$ cat config.mk
export PLATFORM = sky130hd
export DESIGN_NAME = rms_grayscale_pixel_converter_top
export DESIGN_NICKNAME = d
export VERILOG_FILES = /design/src/hdl/rgpc_pkg.sv /design/src/hdl/rgpc_gray_unit.sv /design/src/hdl/rms_grayscale_pixel_converter_top.sv
export SDC_FILE = /design/constraint.sdc
export NUM_CORES = 1
export LEC_CHECK = 0
export BUFFER_PORTS_ARGS = -buffer_cell sky130_fd_sc_hd__buf_4
export CORE_UTILIZATION = 50
export CTS_CLUSTER_DIAMETER = 60
export DETAILED_ROUTE_END_ITERATION = 7
export GPL_TIMING_DRIVEN = 0
export PLACE_DENSITY = 0.69
export SYNTH_ARGS = -nofsm -noshare
export SYNTH_HDL_FRONTEND = slang
export SYNTH_SLANG_ARGS = --single-unit
$ cat constraint.sdc
create_clock -name clk -period 15.45 [get_ports clk]
set_clock_uncertainty 0.05 [all_clocks]
set_input_delay 0.7725 -clock clk [delete_from_list [all_inputs] [get_ports clk]]
set_output_delay 0.7725 -clock clk [all_outputs]
set_load 0.02 [all_outputs]
$ cat src/hdl/rgpc_pkg.sv
// Shared constants, codes and types for the RMS grayscale pixel converter.
// Used by rgpc_gray_unit and rms_grayscale_pixel_converter_top; no dependencies.
package rgpc_pkg;

  // Fraction bits of the reciprocal-luminance register (unsigned Q4.12).
  localparam int RECIP_FRACTION_BITS = 12;

  // Datapath widths, all derived from the field widths and the fraction bits.
  localparam int CHAN_W     = 8;
  localparam int SUM_W      = 18;                        // r*r + g*g + b*b
  localparam int INV_W      = 16;
  localparam int PROD_W     = SUM_W + INV_W;
  localparam int SCALED_W   = PROD_W - RECIP_FRACTION_BITS;
  localparam int ROOT_W     = (SCALED_W + 1) / 2;
  localparam int RAD_W      = 2 * ROOT_W;
  localparam int REM_W      = ROOT_W + 2;
  localparam int SQ_CNT_W   = $clog2(ROOT_W);
  localparam int MUL_CNT_W  = 2;

  // Multiplier steps: red, green and blue squares, then the luminance scale.
  localparam logic [MUL_CNT_W-1:0] MUL_RED   = 2'd0;
  localparam logic [MUL_CNT_W-1:0] MUL_GREEN = 2'd1;
  localparam logic [MUL_CNT_W-1:0] MUL_BLUE  = 2'd2;
  localparam logic [MUL_CNT_W-1:0] MUL_SCALE = 2'd3;

  // Configuration port.
  localparam int CFG_INDEX_W = 8;
  localparam int CFG_DATA_W  = 24;
  localparam logic [CFG_INDEX_W-1:0] REG_PIXEL_FORMAT  = 8'd0;
  localparam logic [CFG_INDEX_W-1:0] REG_INV_LUMINANCE = 8'd1;
  localparam logic [CFG_INDEX_W-1:0] REG_KEY_ENABLE    = 8'd2;
  localparam logic [CFG_INDEX_W-1:0] REG_KEY_COLOR     = 8'd3;

  // Pixel format codes; bit 1 selects the 16-bit 5-5-5 format.
  localparam logic [1:0] FMT_PALETTE = 2'd0;
  localparam logic [1:0] FMT_RGB24   = 2'd1;
  localparam logic [1:0] FMT_RGB555  = 2'd2;

  // Reset values of the registers.
  localparam logic [INV_W-1:0] INV_LUMINANCE_RESET = 16'd1638;

  typedef enum logic [1:0] {
    GU_IDLE,
    GU_MUL,
    GU_SQRT,
    GU_DONE
  } gu_state_t;

  typedef enum logic {
    TOP_IDLE,
    TOP_BUSY
  } top_state_t;

  // Control from the top level to the gray unit.
  typedef struct packed {
    logic start;
    logic ack;
  } gu_ctrl_t;

  // Status from the gray unit to the top level.
  typedef struct packed {
    logic              done;
    logic [CHAN_W-1:0] gray;
  } gu_stat_t;

endpackage

$ cat src/hdl/rgpc_gray_unit.sv
// Gray level unit: one shared multiplier for the sum of squares and the
// luminance scale, then a digit-by-digit square root. Depends on rgpc_pkg.
module rgpc_gray_unit (
  input  logic                            clk,
  input  logic                            rst,
  input  rgpc_pkg::gu_ctrl_t              ctrl,
  input  logic [rgpc_pkg::CHAN_W-1:0]     red,
  input  logic [rgpc_pkg::CHAN_W-1:0]     green,
  input  logic [rgpc_pkg::CHAN_W-1:0]     blue,
  input  logic [rgpc_pkg::INV_W-1:0]      inv_luminance,
  output rgpc_pkg::gu_stat_t              stat
);

  rgpc_pkg::gu_state_t state, state_next;

  logic [rgpc_pkg::MUL_CNT_W-1:0] mul_cnt;
  logic [rgpc_pkg::SQ_CNT_W-1:0]  sq_cnt;
  logic [rgpc_pkg::SUM_W-1:0]     acc;
  logic [rgpc_pkg::RAD_W-1:0]     rad;
  logic [rgpc_pkg::REM_W-1:0]     rem;
  logic [rgpc_pkg::ROOT_W-1:0]    root;

  logic [rgpc_pkg::CHAN_W-1:0]    chan;
  logic                           mul_sq;
  logic [rgpc_pkg::SUM_W-1:0]     mul_a;
  logic [rgpc_pkg::INV_W-1:0]     mul_b;
  logic [rgpc_pkg::PROD_W-1:0]    mul_p;

  logic [rgpc_pkg::REM_W-1:0]     rem_sh;
  logic [rgpc_pkg::REM_W-1:0]     trial;
  logic                           fits;

  // Operand selection for the shared multiplier.
  always_comb begin
    case (mul_cnt)
      rgpc_pkg::MUL_RED:   chan = red;
      rgpc_pkg::MUL_GREEN: chan = green;
      default:             chan = blue;
    endcase
    mul_sq = (mul_cnt != rgpc_pkg::MUL_SCALE);
    mul_a  = mul_sq ? rgpc_pkg::SUM_W'(chan) : acc;
    mul_b  = mul_sq ? rgpc_pkg::INV_W'(chan) : inv_luminance;
    mul_p  = rgpc_pkg::PROD_W'(mul_a) * rgpc_pkg::PROD_W'(mul_b);
  end

  // One square root digit: bring down two radicand bits and try the next bit.
  always_comb begin
    rem_sh = {rem[rgpc_pkg::REM_W-3:0], rad[rgpc_pkg::RAD_W-1 -: 2]};
    trial  = {root, 2'b01};
    fits   = (rem_sh >= trial);
  end

  // State register.
  always_ff @(posedge clk) begin
    if (rst) begin
      state <= rgpc_pkg::GU_IDLE;
    end else begin
      state <= state_next;
    end
  end

  // Sequencer: next state and status.
  always_comb begin
    state_next = state;
    case (state)
      rgpc_pkg::GU_IDLE: begin
        if (ctrl.start) begin
          state_next = rgpc_pkg::GU_MUL;
        end
      end
      rgpc_pkg::GU_MUL: begin
        if (mul_cnt == rgpc_pkg::MUL_SCALE) begin
          state_next = rgpc_pkg::GU_SQRT;
        end
      end
      rgpc_pkg::GU_SQRT: begin
        if (sq_cnt == '0) begin
          state_next = rgpc_pkg::GU_DONE;
        end
      end
      rgpc_pkg::GU_DONE: begin
        if (ctrl.ack) begin
          state_next = rgpc_pkg::GU_IDLE;
        end
      end
      default: state_next = rgpc_pkg::GU_IDLE;
    endcase
    stat.done = (state == rgpc_pkg::GU_DONE);
    stat.gray = root[rgpc_pkg::CHAN_W-1:0];
  end

  // Step counters.
  always_ff @(posedge clk) begin
    if (rst) begin
      mul_cnt <= '0;
      sq_cnt  <= '0;
    end else begin
      case (state)
        rgpc_pkg::GU_IDLE: begin
          mul_cnt <= '0;
          sq_cnt  <= rgpc_pkg::SQ_CNT_W'(rgpc_pkg::ROOT_W - 1);
        end
        rgpc_pkg::GU_MUL:  mul_cnt <= mul_cnt + 1'b1;
        rgpc_pkg::GU_SQRT: sq_cnt  <= sq_cnt - 1'b1;
        default: begin
          mul_cnt <= mul_cnt;
          sq_cnt  <= sq_cnt;
        end
      endcase
    end
  end

  // Datapath: accumulate the squares, scale, then iterate the square root.
  always_ff @(posedge clk) begin
    if (state == rgpc_pkg::GU_MUL) begin
      if (mul_cnt == rgpc_pkg::MUL_RED) begin
        acc <= rgpc_pkg::SUM_W'(mul_p);
      end else if (mul_sq) begin
        acc <= acc + rgpc_pkg::SUM_W'(mul_p);
      end else begin
        rad  <= rgpc_pkg::RAD_W'(mul_p >> rgpc_pkg::RECIP_FRACTION_BITS);
        rem  <= '0;
        root <= '0;
      end
    end else if (state == rgpc_pkg::GU_SQRT) begin
      rad  <= rad << 2;
      rem  <= fits ? (rem_sh - trial) : rem_sh;
      root <= {root[rgpc_pkg::ROOT_W-2:0], fits};
    end
  end

endmodule

$ cat src/hdl/rms_grayscale_pixel_converter_top.sv
// Top level of the RMS grayscale pixel converter: stream ports, registers,
// key colour tracking and result formatting. Depends on rgpc_pkg, rgpc_gray_unit.
//
//   Channel   Direction  Handshake          Payload
//   s_*       in         s_tvalid/s_tready  s_tdata 40 bits, s_tuser 1 bit
//   m_*       out        m_tvalid/m_tready  m_tdata 64 bits, m_tuser 1 bit
//   cfg_*     in         cfg_valid/cfg_ready cfg_index 8 bits, cfg_data 24 bits
//
// A word goes through four passes of the shared multiplier, eleven square root
// digits at one per cycle and a hand-over on its way from acceptance to a result
// in the output register. The input is not ready meanwhile and opens the cycle
// after the hand-over, so a new word is not taken before the last is handed over. The
// hand-over waits while the output register still holds an untaken result.
// Reset is synchronous and restores the register defaults.
module rms_grayscale_pixel_converter_top (
  input  logic                                 clk,
  input  logic                                 rst,
  // s_tdata: red [7:0], green [15:8], blue [23:16], packed_pixel [39:24]
  input  logic [39:0]                          s_tdata,
  // s_tuser: start_of_image [0]
  input  logic [0:0]                           s_tuser,
  input  logic                                 s_tvalid,
  output logic                                 s_tready,
  // m_tdata: out_red [7:0], out_green [15:8], out_blue [23:16],
  //          out_packed [39:24], new_key_color [63:40]
  output logic [63:0]                          m_tdata,
  // m_tuser: key_replaced [0]
  output logic [0:0]                           m_tuser,
  output logic                                 m_tvalid,
  input  logic                                 m_tready,
  input  logic                                 cfg_valid,
  output logic                                 cfg_ready,
  input  logic [rgpc_pkg::CFG_INDEX_W-1:0]     cfg_index,
  input  logic [rgpc_pkg::CFG_DATA_W-1:0]      cfg_data
);

  // Configuration registers.
  logic [1:0]                    pixel_format;
  logic [rgpc_pkg::INV_W-1:0]    inv_luminance;
  logic                          key_enable;
  logic [23:0]                   key_color;

  logic                          key_found;

  rgpc_pkg::top_state_t state, state_next;
  rgpc_pkg::gu_ctrl_t   gu_ctrl;
  rgpc_pkg::gu_stat_t   gu_stat;

  // Held word.
  logic                          sop;
  logic                          fmt16;
  logic                          passthru;
  logic [rgpc_pkg::CHAN_W-1:0]   red;
  logic [rgpc_pkg::CHAN_W-1:0]   green;
  logic [rgpc_pkg::CHAN_W-1:0]   blue;

  logic                          s_accept;
  logic                          load;
  logic                          in_fmt16;
  logic [rgpc_pkg::CHAN_W-1:0]   in_red;
  logic [rgpc_pkg::CHAN_W-1:0]   in_green;
  logic [rgpc_pkg::CHAN_W-1:0]   in_blue;

  logic                          found_eff;
  logic                          match;
  logic [rgpc_pkg::CHAN_W-1:0]   gray;
  logic [15:0]                   packed_gray;

  assign cfg_ready = 1'b1;
  assign s_accept  = s_tvalid && s_tready;
  assign gray      = gu_stat.gray;

  // Configuration writes; indexes beyond the list are ignored.
  always_ff @(posedge clk) begin
    if (rst) begin
      pixel_format  <= rgpc_pkg::FMT_RGB24;
      inv_luminance <= rgpc_pkg::INV_LUMINANCE_RESET;
      key_enable    <= 1'b0;
      key_color     <= '0;
    end else if (cfg_valid && cfg_ready) begin
      case (cfg_index)
        rgpc_pkg::REG_PIXEL_FORMAT:  pixel_format  <= cfg_data[1:0];
        rgpc_pkg::REG_INV_LUMINANCE: inv_luminance <= cfg_data[rgpc_pkg::INV_W-1:0];
        rgpc_pkg::REG_KEY_ENABLE:    key_enable    <= cfg_data[0];
        rgpc_pkg::REG_KEY_COLOR:     key_color     <= cfg_data[23:0];
        default:                     key_enable    <= key_enable;
      endcase
    end
  end

  // Unpack the incoming word; the 16-bit format zero-extends its 5-bit channels.
  always_comb begin
    in_fmt16 = pixel_format[1];
    if (in_fmt16) begin
      in_red   = {3'b000, s_tdata[38:34]};
      in_green = {3'b000, s_tdata[33:29]};
      in_blue  = {3'b000, s_tdata[28:24]};
    end else begin
      in_red   = s_tdata[7:0];
      in_green = s_tdata[15:8];
      in_blue  = s_tdata[23:16];
    end
  end

  // Hold the word while the gray unit works on it.
  always_ff @(posedge clk) begin
    if (s_accept) begin
      sop      <= s_tuser[0];
      fmt16    <= in_fmt16;
      passthru <= (pixel_format == rgpc_pkg::FMT_PALETTE) &&
                  (s_tdata[7:0] == s_tdata[15:8]) && (s_tdata[15:8] == s_tdata[23:16]);
      red      <= in_red;
      green    <= in_green;
      blue     <= in_blue;
    end
  end

  // State register.
  always_ff @(posedge clk) begin
    if (rst) begin
      state <= rgpc_pkg::TOP_IDLE;
    end else begin
      state <= state_next;
    end
  end

  // Sequencer: accept a word, wait for the gray level, hand over the result.
  always_comb begin
    state_next    = state;
    s_tready      = 1'b0;
    load          = 1'b0;
    gu_ctrl.start = 1'b0;
    gu_ctrl.ack   = 1'b0;
    case (state)
      rgpc_pkg::TOP_IDLE: begin
        s_tready      = 1'b1;
        gu_ctrl.start = s_tvalid;
        if (s_tvalid) begin
          state_next = rgpc_pkg::TOP_BUSY;
        end
      end
      rgpc_pkg::TOP_BUSY: begin
        if (gu_stat.done && (!m_tvalid || m_tready)) begin
          load        = 1'b1;
          gu_ctrl.ack = 1'b1;
          state_next  = rgpc_pkg::TOP_IDLE;
        end
      end
      default: state_next = rgpc_pkg::TOP_IDLE;
    endcase
  end

  // Key colour check; a start of image clears the found flag first.
  always_comb begin
    found_eff   = key_found && !sop;
    match       = !passthru && key_enable && !found_eff &&
                  ({blue, green, red} == key_color);
    packed_gray = 16'(gray) | (16'(gray) << 5) | (16'(gray) << 10);
  end

  always_ff @(posedge clk) begin
    if (rst) begin
      key_found <= 1'b0;
    end else if (load) begin
      key_found <= found_eff || match;
    end
  end

  // Output register.
  always_ff @(posedge clk) begin
    if (rst) begin
      m_tvalid <= 1'b0;
    end else if (load) begin
      m_tvalid <= 1'b1;
    end else if (m_tready) begin
      m_tvalid <= 1'b0;
    end
  end

  always_ff @(posedge clk) begin
    if (load) begin
      m_tdata[7:0]   <= passthru ? red   : gray;
      m_tdata[15:8]  <= passthru ? green : gray;
      m_tdata[23:16] <= passthru ? blue  : gray;
      m_tdata[39:24] <= fmt16 ? packed_gray : 16'd0;
      m_tdata[63:40] <= match ? {gray, gray, gray} : 24'd0;
      m_tuser[0]     <= match;
    end
  end

  rgpc_gray_unit u_gray (
    .clk           (clk),
    .rst           (rst),
    .ctrl          (gu_ctrl),
    .red           (red),
    .green         (green),
    .blue          (blue),
    .inv_luminance (inv_luminance),
    .stat          (gu_stat)
  );

  // A word is accepted only once; the input closes the cycle after.
  a_accept_closes: assert property (@(posedge clk) disable iff (rst)
    s_accept |=> !s_tready)
    else $error("input still ready after a word was accepted");

  // The gray unit finishes only while a word is held.
  a_done_busy: assert property (@(posedge clk) disable iff (rst)
    gu_stat.done |-> (state == rgpc_pkg::TOP_BUSY))
    else $error("gray unit finished with no word held");

  // A replaced key carries the same gray byte three times.
  a_key_gray: assert property (@(posedge clk) disable iff (rst)
    (m_tvalid && m_tuser[0]) |->
      ((m_tdata[47:40] == m_tdata[55:48]) && (m_tdata[55:48] == m_tdata[63:56])
       && (m_tdata[7:0] == m_tdata[47:40])))
    else $error("key replacement colour differs from the gray level");

  // Without key tracking no key is ever reported.
  a_key_enabled: assert property (@(posedge clk) disable iff (rst)
    load && !key_enable |=> !m_tuser[0])
    else $error("key reported while key tracking is off");

endmodule
==> reports/qor.txt <==
Filler Cells Inserted - 3,465
top-count cell post-synth - inv_1
Post-Syn Nets - 2,587
Hold Path Class - register to register
Core Box Area - 38,700 µm²
slew margin rel. - 29.9%
insertion delay to the later sink of the worst-skew pair - 0.47 ns
Post-Synthesis Mean Instance Area - 9.21 µm²
Post-synth EDFFs - 131
Inserted Diodes - 0
IO Pins - 146
routed length per instance - 20.2 µm
first-pass GRT wire length - 91,800 µm
Nets - 2,752
CTS Hold Bufs - 0
WP data arrival - 10.07 ns
crit path capture type - register
critical path type - register to register
vias per cell - 5.72
vias in the first global route - 16,600
final setup fails - 0
Core Util, Final - 57.0%
RePlAce Congestion - 0.954
worst r2r src - u_gray.mul_cnt[0]
CTS tree - done
DRC Markers - 0
Slew Viols, Final - 0
Max Root-Sink Buffers - 2
antenna-violating nets left - 0
final setup TNS - 0 ns
Netlist Area Pre-Place - 19,700 µm²
standard-cell row count - 72
Initial Utilization - 50.9%
Worst Hold Launch - key_color[12]
Syn Inst Count - 2,139
TritonCTS Buffers - 17
Yosys cell types - 88
Post-CTS Setup Repair Bufs - 0
met1 Use GR - 37.6%
fin crit period - 9.93 ns
register area share after synthesis - 25.4%
detailed-route via count - 16,200
initial antenna violation count - 1
initial detailed-routing violation count - 1,313
post_cts resized - 0
Horiz. Die Dim - 201 µm
Critical Path RT - 15.59 ns
gr usage total - 29.4%
pre-CTS setup slack - 5.62 ns
Crit. Startpoint - u_gray.mul_cnt[0]
Die Y - 201 µm
GRT overflow - 0
1st-pass router iterations - 6
Post-synth top cells - inv_1, nand2_1, fa_1
FF+latch count, synth - 185
Tcrit/Tclk final - 64.3%
M2 GR Usage - 49.9%
wirelength, routed - 57,300 µm
synth top area cells - fa_1, edfxtp_1, ha_1
Setup crit start kind - register
max_cap viols - 0
post-DP HPWL - 45,900 µm
area share of the largest cell type after synthesis - 22.7%
DIE AREA - 40,200 µm²
clk sink count - 185
GRT busiest layer - met2
Fmax achieved - 101 MHz
met3 GRT Util - 5.00%
clock slew at reported path FFs - 0.08 ns
warnings from Yosys - 0
Final Hold Vio Count - 0
asr flop ratio synth - 0%
Post-synth top flop - edfxtp_1
layout cells sized above 1 - 12.3%
synthesis-to-finish area growth - 12.1%
largest area contributor in the netlist - fa_1
root buffer selected by CTS - clkbuf_16
crit-path max FO - 10
Final Worst Setup Slack - 5.52 ns
largest net degree at the start of global routing - 39
RSZ-0062 raised after global routing - false
worst-margin pin slew - 1.04 ns
H-tree depth - 4
outcome - finished, final reports clean
Buffers on Ports - 142
## registers in the layout, indices dropped and copies added (netlist names), 11 cells and up
signal,count
u_gray.rad,22
inv_luminance,16
u_gray.root,11
m_tdata,41
u_gray.rem,11
key_color,24
u_gray.acc,18
## worst max-delay path: stages (launching register included)
cell	delay, ns
dfxtp_1	0.39
ha_1	0.34
clkbuf_1	0.52
clkbuf_1	0.62
clkbuf_1	0.52
nand3_1	0.19
fa_1	0.52
fa_1	0.52
fa_1	0.52
inv_1	0.06
fa_1	0.51
fa_1	0.55
inv_1	0.05
fa_1	0.53
inv_1	0.04
ha_1	0.26
buf_2	0.19
and4_1	0.25
nor2b_1	0.16
a21boi_0	0.67
nor2_1	0.11
xnor2_1	0.33
ha_1	0.38
and4_1	0.23
a221oi_1	0.36
nor2b_1	0.08
a2111oi_1	0.55
xor2_1	0.13
## routing by layer
metal	up-vias	share of wire (%)
met5	-	0
met4	0	3.4
met3	120	7.6
met2	714	48
met1	7923	41
li1	7454	-
## final cells by class
| cell class | count | area (µm²) | area share, % |
|---|---|---|---|
| multi-input combinational | 1526 | 13000 | 58.8 |
| sequential | 185 | 5010 | 22.7 |
| timing repair buffer | 146 | 1140 | 5.14 |
| inverter | 295 | 1110 | 5.01 |
| tap | 518 | 648 | 2.93 |
| buffer | 133 | 618 | 2.80 |
| clock buffer | 17 | 425 | 1.93 |
| clock inverter | 15 | 159 | 0.719 |
## layout by cell type, fill, tap and decap left out, types with 15 or more instances in the layout
cell type	count
ha_1	147
nand2b_1	20
o211ai_1	16
xnor2_1	34
clkbuf_16	17
nor2_1	121
xor2_1	26
and2_1	24
clkbuf_1	87
nor3_1	23
a21oi_1	104
o21ai_0	25
buf_4	170
fa_1	223
dfxtp_1	54
and3_1	77
nand3_1	149
nor2b_1	23
a21o_1	15
edfxtp_1	131
nand2_1	245
or2_2	17
inv_1	293
o21a_1	15
mux2_2	24
## worst paths after layout
check                         to  slack, ns  depth (start not counted)
setup / recovery  u_gray.acc[17]       5.52                         27
hold / removal     key_color[12]       0.42                          2
setup reg to reg  u_gray.acc[17]       5.52                         27
hold reg to reg    key_color[12]       0.42                          2
## metrics by stage
stage,hold WS [ns],std cells,area (µm²)
3_5_place_dp,0.410,2803,21500
4_1_cts,0.419,2835,22100
6_report,0.421,2835,22100
5_1_grt,0.433,2835,22100
2_1_floorplan,0.356,2139,19700
3_3_place_gp,0.402,2799,21400
## logic make-up after synthesis
group | share of synthesized area (%)
AO/OA/AOI/OAI | 10.4
XOR/XNOR | 2.67
adder cells (fa/ha/maj) | 32.0
buffers and inverters | 8.76
flip-flops | 25.4
multiplexers | 2.08
other | 0.0190
AND/OR/NAND/NOR | 18.6
Power is not shown: default switching activity piles up to over one toggle a cycle in this logic, so the estimate is an artifact.
